### config.mk
export PLATFORM = sky130hd
export DESIGN_NAME = scs_ctrl
export DESIGN_NICKNAME = d
export VERILOG_FILES = /design/src/rtl/scs_pkg.sv /design/src/rtl/scs_ctrl.sv
export SDC_FILE = /design/constraint.sdc
export NUM_CORES = 1
export LEC_CHECK = 0
export BUFFER_PORTS_ARGS = -buffer_cell sky130_fd_sc_hd__buf_2
export CORE_UTILIZATION = 40
export CTS_CLUSTER_DIAMETER = 150
export DETAILED_ROUTE_END_ITERATION = 12
export PLACE_DENSITY_LB_ADDON = 0.3
export RECOVER_POWER = 25
export SLEW_MARGIN = 20
export SYNTH_ARGS = -nofsm -noshare
export SYNTH_HDL_FRONTEND = slang
export SYNTH_SLANG_ARGS = --single-unit
### constraint.sdc
create_clock -name clock -period 1.4 [get_ports clock]
set_clock_uncertainty 0.05 [all_clocks]
set_input_delay 0 -clock clock [delete_from_list [all_inputs] [get_ports clock]]
set_output_delay 0 -clock clock [all_outputs]
set_load 0.05 [all_outputs]
### src/rtl/scs_pkg.sv
// Shared types and constants for the searchable compacting stack.
`default_nettype none

package scs_pkg;

   localparam int DEPTH_DEFAULT = 256;
   localparam int DATA_W        = 32;
   localparam int MODE_W        = 3;
   localparam int LEN_W         = 9;
   localparam int STATUS_W      = 2;

   localparam logic [MODE_W-1:0] MODE_PUSH   = 3'd0;
   localparam logic [MODE_W-1:0] MODE_POP    = 3'd1;
   localparam logic [MODE_W-1:0] MODE_FIND   = 3'd2;
   localparam logic [MODE_W-1:0] MODE_DELETE = 3'd3;
   localparam logic [MODE_W-1:0] MODE_DEDUP  = 3'd4;

   localparam logic [STATUS_W-1:0] STATUS_OK    = 2'd0;
   localparam logic [STATUS_W-1:0] STATUS_FULL  = 2'd1;
   localparam logic [STATUS_W-1:0] STATUS_EMPTY = 2'd2;

   typedef enum logic [3:0] {
      ST_IDLE,
      ST_POP_TAKE,
      ST_SCAN_RD,
      ST_SCAN_CHK,
      ST_DD_OUTER,
      ST_DD_CUR,
      ST_DD_INNER,
      ST_DD_CMP,
      ST_RESP
   } state_type;

   typedef enum logic [1:0] {
      RSEL_RD,
      RSEL_K,
      RSEL_TOP
   } rd_sel_type;

   typedef struct packed {
      logic                load_req;
      logic                push_write;
      logic                rd_en;
      rd_sel_type          rd_sel;
      logic                pop_dec;
      logic                pop_take;
      logic                rd_inc;
      logic                k_load;
      logic                k_inc;
      logic                cur_load;
      logic                wr_commit;
      logic                wr_from_cur;
      logic                count_from_wr;
      logic                set_found;
      logic                set_status;
      logic [STATUS_W-1:0] status_code;
   } cmd_type;

   typedef struct packed {
      logic empty;
      logic full;
      logic rd_done;
      logic k_done;
      logic eq_key;
      logic eq_cur;
   } stat_type;

endpackage

`default_nettype wire

### src/rtl/scs_ctrl.sv
// Controller state machine that sequences each request through the datapath.
`default_nettype none

module scs_ctrl (
   input  wire logic                         clock,
   input  wire logic                         reset,
   input  wire logic                         start,
   input  wire logic [scs_pkg::MODE_W-1:0]   req_mode,
   input  wire scs_pkg::stat_type            stat,
   output scs_pkg::cmd_type                  cmd,
   output logic                              busy,
   output logic                              rsp_strobe
);

   scs_pkg::state_type state_ff, state_in;
   logic [scs_pkg::MODE_W-1:0] mode_ff, mode_in;

   always_ff @(posedge clock) begin
      if (reset) begin
         state_ff <= scs_pkg::ST_IDLE;
         mode_ff  <= scs_pkg::MODE_PUSH;
      end else begin
         state_ff <= state_in;
         mode_ff  <= mode_in;
      end
   end

   always_comb begin
      state_in   = state_ff;
      mode_in    = mode_ff;
      cmd        = '0;
      cmd.rd_sel = scs_pkg::RSEL_RD;
      busy       = (state_ff != scs_pkg::ST_IDLE);
      rsp_strobe = 1'b0;

      case (state_ff)
         scs_pkg::ST_IDLE: begin
            if (start) begin
               mode_in      = req_mode;
               cmd.load_req = 1'b1;
               case (req_mode)
                  scs_pkg::MODE_PUSH: begin
                     if (stat.full) begin
                        cmd.set_status  = 1'b1;
                        cmd.status_code = scs_pkg::STATUS_FULL;
                     end else begin
                        cmd.push_write = 1'b1;
                     end
                     state_in = scs_pkg::ST_RESP;
                  end
                  scs_pkg::MODE_POP: begin
                     if (stat.empty) begin
                        cmd.set_status  = 1'b1;
                        cmd.status_code = scs_pkg::STATUS_EMPTY;
                        state_in        = scs_pkg::ST_RESP;
                     end else begin
                        cmd.rd_en   = 1'b1;
                        cmd.rd_sel  = scs_pkg::RSEL_TOP;
                        cmd.pop_dec = 1'b1;
                        state_in    = scs_pkg::ST_POP_TAKE;
                     end
                  end
                  scs_pkg::MODE_FIND, scs_pkg::MODE_DELETE: begin
                     state_in = scs_pkg::ST_SCAN_RD;
                  end
                  scs_pkg::MODE_DEDUP: begin
                     state_in = scs_pkg::ST_DD_OUTER;
                  end
                  default: begin
                     state_in = scs_pkg::ST_RESP;
                  end
               endcase
            end
         end

         scs_pkg::ST_POP_TAKE: begin
            cmd.pop_take = 1'b1;
            state_in     = scs_pkg::ST_RESP;
         end

         scs_pkg::ST_SCAN_RD: begin
            if (stat.rd_done) begin
               cmd.count_from_wr = (mode_ff == scs_pkg::MODE_DELETE);
               state_in          = scs_pkg::ST_RESP;
            end else begin
               cmd.rd_en = 1'b1;
               state_in  = scs_pkg::ST_SCAN_CHK;
            end
         end

         scs_pkg::ST_SCAN_CHK: begin
            cmd.rd_inc = 1'b1;
            state_in   = scs_pkg::ST_SCAN_RD;
            if (mode_ff == scs_pkg::MODE_FIND) begin
               if (stat.eq_key) begin
                  cmd.set_found = 1'b1;
                  state_in      = scs_pkg::ST_RESP;
               end
            end else if (!stat.eq_key) begin
               cmd.wr_commit = 1'b1;
            end
         end

         scs_pkg::ST_DD_OUTER: begin
            if (stat.rd_done) begin
               cmd.count_from_wr = 1'b1;
               state_in          = scs_pkg::ST_RESP;
            end else begin
               cmd.rd_en = 1'b1;
               state_in  = scs_pkg::ST_DD_CUR;
            end
         end

         scs_pkg::ST_DD_CUR: begin
            cmd.cur_load = 1'b1;
            cmd.k_load   = 1'b1;
            state_in     = scs_pkg::ST_DD_INNER;
         end

         // A word survives only if no later entry holds the same value.
         scs_pkg::ST_DD_INNER: begin
            if (stat.k_done) begin
               cmd.wr_commit   = 1'b1;
               cmd.wr_from_cur = 1'b1;
               cmd.rd_inc      = 1'b1;
               state_in        = scs_pkg::ST_DD_OUTER;
            end else begin
               cmd.rd_en  = 1'b1;
               cmd.rd_sel = scs_pkg::RSEL_K;
               state_in   = scs_pkg::ST_DD_CMP;
            end
         end

         scs_pkg::ST_DD_CMP: begin
            if (stat.eq_cur) begin
               cmd.rd_inc = 1'b1;
               state_in   = scs_pkg::ST_DD_OUTER;
            end else begin
               cmd.k_inc = 1'b1;
               state_in  = scs_pkg::ST_DD_INNER;
            end
         end

         scs_pkg::ST_RESP: begin
            rsp_strobe = 1'b1;
            state_in   = scs_pkg::ST_IDLE;
         end

         default: begin
            state_in = scs_pkg::ST_IDLE;
         end
      endcase
   end

endmodule

`default_nettype wire

==> metrics, run 1 <==
synthesized area=641 um2; I/O Buffers=31; synth top area cells=dfxtp_1 22%, a21oi_1 9.4%, nor2_1 6.4%, nand2_1 4.7%, nand2b_1 3.9%; Starting Density=42.5%; Yosys reg bits=7; pre-CTS WS=-175 ps; gpl congestion=0.777; clock sinks=7; Synth area leader=dfxtp_1; Post-Synthesis Cells=91; TritonCTS buffer count=3; Chip Height=42.0 um; Post-CTS Repair Setup Buffers=9; sequential area share after synthesis=21.9%; synth unique cells=31; syn_area_per_cell=7.04 um2; Post-CTS Resized=87; CTS Hold Bufs=1; last stage reached=clock tree synthesis; status=stopped before the end; post-synth top area share=21.9%; # rows=14; Die Wd=42.0 um; syn nets=103; Ys Warns=0; # H-tree levels=1; Final HPWL DP=1630 um; Clk Tree Root Cell=clkbuf_4; deepest clock path buffer count=2; Boundary Pins=32; Log Error=[ERROR DPL-0033] detailed placement checks failed during check placement.
[metrics by stage]
| step | std cells | util, % | TNS (ps) | instance area, um2 | hold slack [ps] |
|---|---|---|---|---|---|
| after floorplan | 91 | - | -3370 | 791 | 12.8 |
| after global placement | 154 | 73.3 | -691 | 1100 | 154 |
| after detailed placement | 154 | 73.3 | -994 | 1100 | 156 |
[cell usage after synthesis]
library cell / n
nor3b_1: 1
nand2_4: 1
nand2_1: 8
nand2b_1: 4
nor2_1: 11
o21ai_0: 4
buf_2: 3
or4b_1: 1
nor4b_1: 1
dfxtp_1: 7
nand3_1: 5
nor4bb_1: 2
nor4_4: 1
or4b_4: 1
and3b_1: 1
nor3_2: 1
a21oi_2: 1
a21oi_1: 12
nor2b_1: 3
or2_2: 1
or3b_1: 1
or3_4: 1
a22oi_1: 1
mux2i_1: 2
or3_1: 4
a2bb2oi_1: 1
inv_1: 4
buf_4: 1
a31oi_1: 1
clkbuf_1: 1
nor3_1: 5
[logic make-up after synthesis]
kind of cell	after synthesis	synth area share [%]
AO/OA/AOI/OAI	20	17.4
buffers and inverters	9	6.44
flip-flops	7	21.9
multiplexers	2	3.13
AND/OR/NAND/NOR	53	51.2
==> run 2: changes to the inputs <==
--- a/config.mk
+++ b/config.mk
@@ -6,10 +6,10 @@
 export NUM_CORES = 1
 export LEC_CHECK = 0
 export BUFFER_PORTS_ARGS = -buffer_cell sky130_fd_sc_hd__buf_2
-export CORE_UTILIZATION = 40
-export CTS_CLUSTER_DIAMETER = 150
+export CORE_AREA = 2 2 63 65
 export DETAILED_ROUTE_END_ITERATION = 12
-export PLACE_DENSITY_LB_ADDON = 0.3
+export DIE_AREA = 0 0 65 67
+export PLACE_DENSITY_LB_ADDON = 0.15
 export RECOVER_POWER = 25
 export SLEW_MARGIN = 20
 export SYNTH_ARGS = -nofsm -noshare
==> constraint.sdc (replaced) <==
create_clock -name clock -period 1.8 [get_ports clock]
set_clock_uncertainty 0.05 [all_clocks]
set_input_delay 0 -clock clock [delete_from_list [all_inputs] [get_ports clock]]
set_output_delay 0 -clock clock [all_outputs]
set_load 0.05 [all_outputs]
==> run 2 against run 1 <==
  * Synthesized cell count did not move
  * Synthesized area unchanged
  * The flow now finishes without violations
==> metrics, run 2 <==
status=finished, final reports clean; synth top area cells=dfxtp_1 22%, a21oi_1 9.4%, nor2_1 6.4%, nand2_1 4.7%, nand2b_1 3.9%; TritonCTS buffer count=3 (unchanged); crit share post-route=95.9%; syn_area_per_cell=7.04 um2 (unchanged); Seq pwr share=29.3%; Ys Warns=0 (unchanged); fin crit period=1730 ps; Post-Synthesis Cells=91 (unchanged); initial drt markers=42; DRT antenna net count=0; Slowest-stage cell, CP=dfxtp_4; drt drc=0; Power Dens Cells=633 nW/um2; CORE AREA=3610 um2; max_cap viols=0; clk slew on worst S/H paths=40 ps; hold path depth=3; Most flops, register=state_ff; final slew viol count=0; Cell Int Power=0.402 mW; Boundary Pins=32 (unchanged); Final HPWL DP=1670 um (+2.5%); # rows=22 (+8); CP Cell Sequence=nor4_4 > nand2_4 > or3_4 > nor2_1 > buf_6; commonest cells in the netlist=12 x a21oi_1, 11 x nor2_1, 8 x nand2_1, 7 x dfxtp_1; Clk pwr share=34.0%; number of synthesized flops with an enable pin=0 (unchanged); share of layout cells above drive strength 1=40.6%; synth unique cells=31 (unchanged); most common cell in the synthesized netlist=a21oi_1; # H-tree levels=1 (unchanged); maximum number of pins on one net before global-route repair=14; All-Layer GR Usage=10.3%; combinational power share=36.7%; HP Class=input pin to register; initial antenna violation count=0; Leak=0.419 nW; FMAX=0.579 GHz; Synth Flop Type=dfxtp_1; syn nets=103 (unchanged); ANT cells=0; die area=4360 um2; CP max stage delay=380 ps; Final Util=27.5%; gr ovfl total=0; commonest non-fill, non-tap cells in the layout=23 x buf_2, 11 x nor2_1, 11 x a21oi_1; sequential area share after synthesis=21.9% (unchanged); crit path DAT=1680 ps; switching power=0.226 mW; Chip Height=67 um (+59%); Layout area overhead=54.7%; Top Registers=state_ff (4), mode_ff (3); commonest non-fill, non-tap cell in the layout=buf_2; worst slew pin tran=595 ps; max reg flops=4; final wirelength=2090 um; final count of hold timing violations=0; clk_lat worst skew=220 ps; Worst Setup End Kind=primary output; drt wl/cell=11.9 um; deepest clock path buffer count=2 (unchanged); synthesized area=641 um2 (unchanged); Finished Layout Cells=176; Starting Density=17.8% (-25 points); drt pass-1 iters=4; gpl congestion=0.743 (-4.4%); vias in the first global route=739; Yosys reg bits=7 (unchanged); Setup Crit Path Kind=register to primary output; placed insts=171 (+11%); Layout Nets=141; Worst Path Required=1750 ps; first-pass GRT wire length=3480 um; Max Fanout on Critical Path=13; clock sinks=7 (unchanged); asr flop ratio synth=0% (unchanged); Die Wd=65 um (+55%); Post-CTS Repair Setup Buffers=0 (-9); Worst setup SP type=register; Synth area leader=dfxtp_1; # setup viols final=0; Net Sw Frac=36.0%; post-synth top area share=21.9% (unchanged); I/O Buffers=31 (unchanged); worst r2r path cells=6; vias=771; DR vias/cell=4.38; Clk Tree Root Cell=clkbuf_8; CTS tree=done; Peak VDD IR=457 uV; slew margin rel.=60.5%
-- run 2: cell counts after synthesis --
Identical to the previous run, type by type.
-- run 2: cell type report --
| cell class | instances | area, um2 |
|---|---|---|
| inverter | 4 | 15.0 |
| fill | 410 | 2620 |
| timing repair buffer | 38 | 226 |
| clock buffer | 4 | 45.0 |
| multi-input combinational | 75 | 495 |
| sequential | 7 | 149 |
| tap | 48 | 60.1 |
-- run 2: path summary, 6_finish.rpt --
check	startpoint	endpoint	slack, ps
min	req_mode[2]	state_ff[2]	40
min reg2reg	mode_ff[1]	mode_ff[1]	450
max	state_ff[0]	cmd[0]	70
max reg2reg	state_ff[0]	state_ff[1]	210
-- run 2: power groups by stage --
stage          registers, mW  clock network, mW  logic, mW
2_1_floorplan          0.179                  0      0.154
3_3_place_gp           0.186                  0      0.230
3_5_place_dp           0.187                  0      0.228
4_1_cts                0.185              0.222      0.231
5_1_grt                0.185              0.234      0.251
6_report               0.184              0.214      0.230
-- run 2: per-layer routing --
layer,GRT usage (%),part of all wire [%]
met5,0,0
met4,2.39,0
met3,2.20,3.6
met2,16.1,46
met1,14.3,51
-- run 2: metrics by stage --
step	instance area (um2)	total power [mW]	setup WS (ps)	setup TNS, ps	hold slack (ps)
final	991	0.628	74.2	0	37.9
after global routing	991	0.670	-30.7	-30.7	58.3
after CTS	968	0.638	3.68	0	32.0
after detailed placement	905	0.415	118	0	161
after global placement	905	0.416	162	0	163
after floorplan	671	0.333	-160	-428	19.1
-- run 2: kinds of logic after synthesis --
group	Yosys count	synth area share [%]
DFF	7	21.9
and+or+nand+nor	53	51.2
buffers and inverters	9	6.44
muxes	2	3.13
AOI/OAI and AO/OA	20	17.4
-- run 2: worst max-delay path: cells and delay by family (launching register included) --
| kind | cells | cell delay (ps) |
|---|---|---|
| AND/OR/NAND/NOR | 4 | 890 |
| flip-flops | 1 | 380 |
| buffers and inverters | 1 | 180 |
-- run 2: repair_timing --
item,CTS,global route
pin swaps,0,1
setup endpoints to repair,5,6
hold buffers,1,0
hold endpoints to repair,3,0
gates cloned,0,0
gates resized for setup,4,12
(Power assumes the default switching activity.)
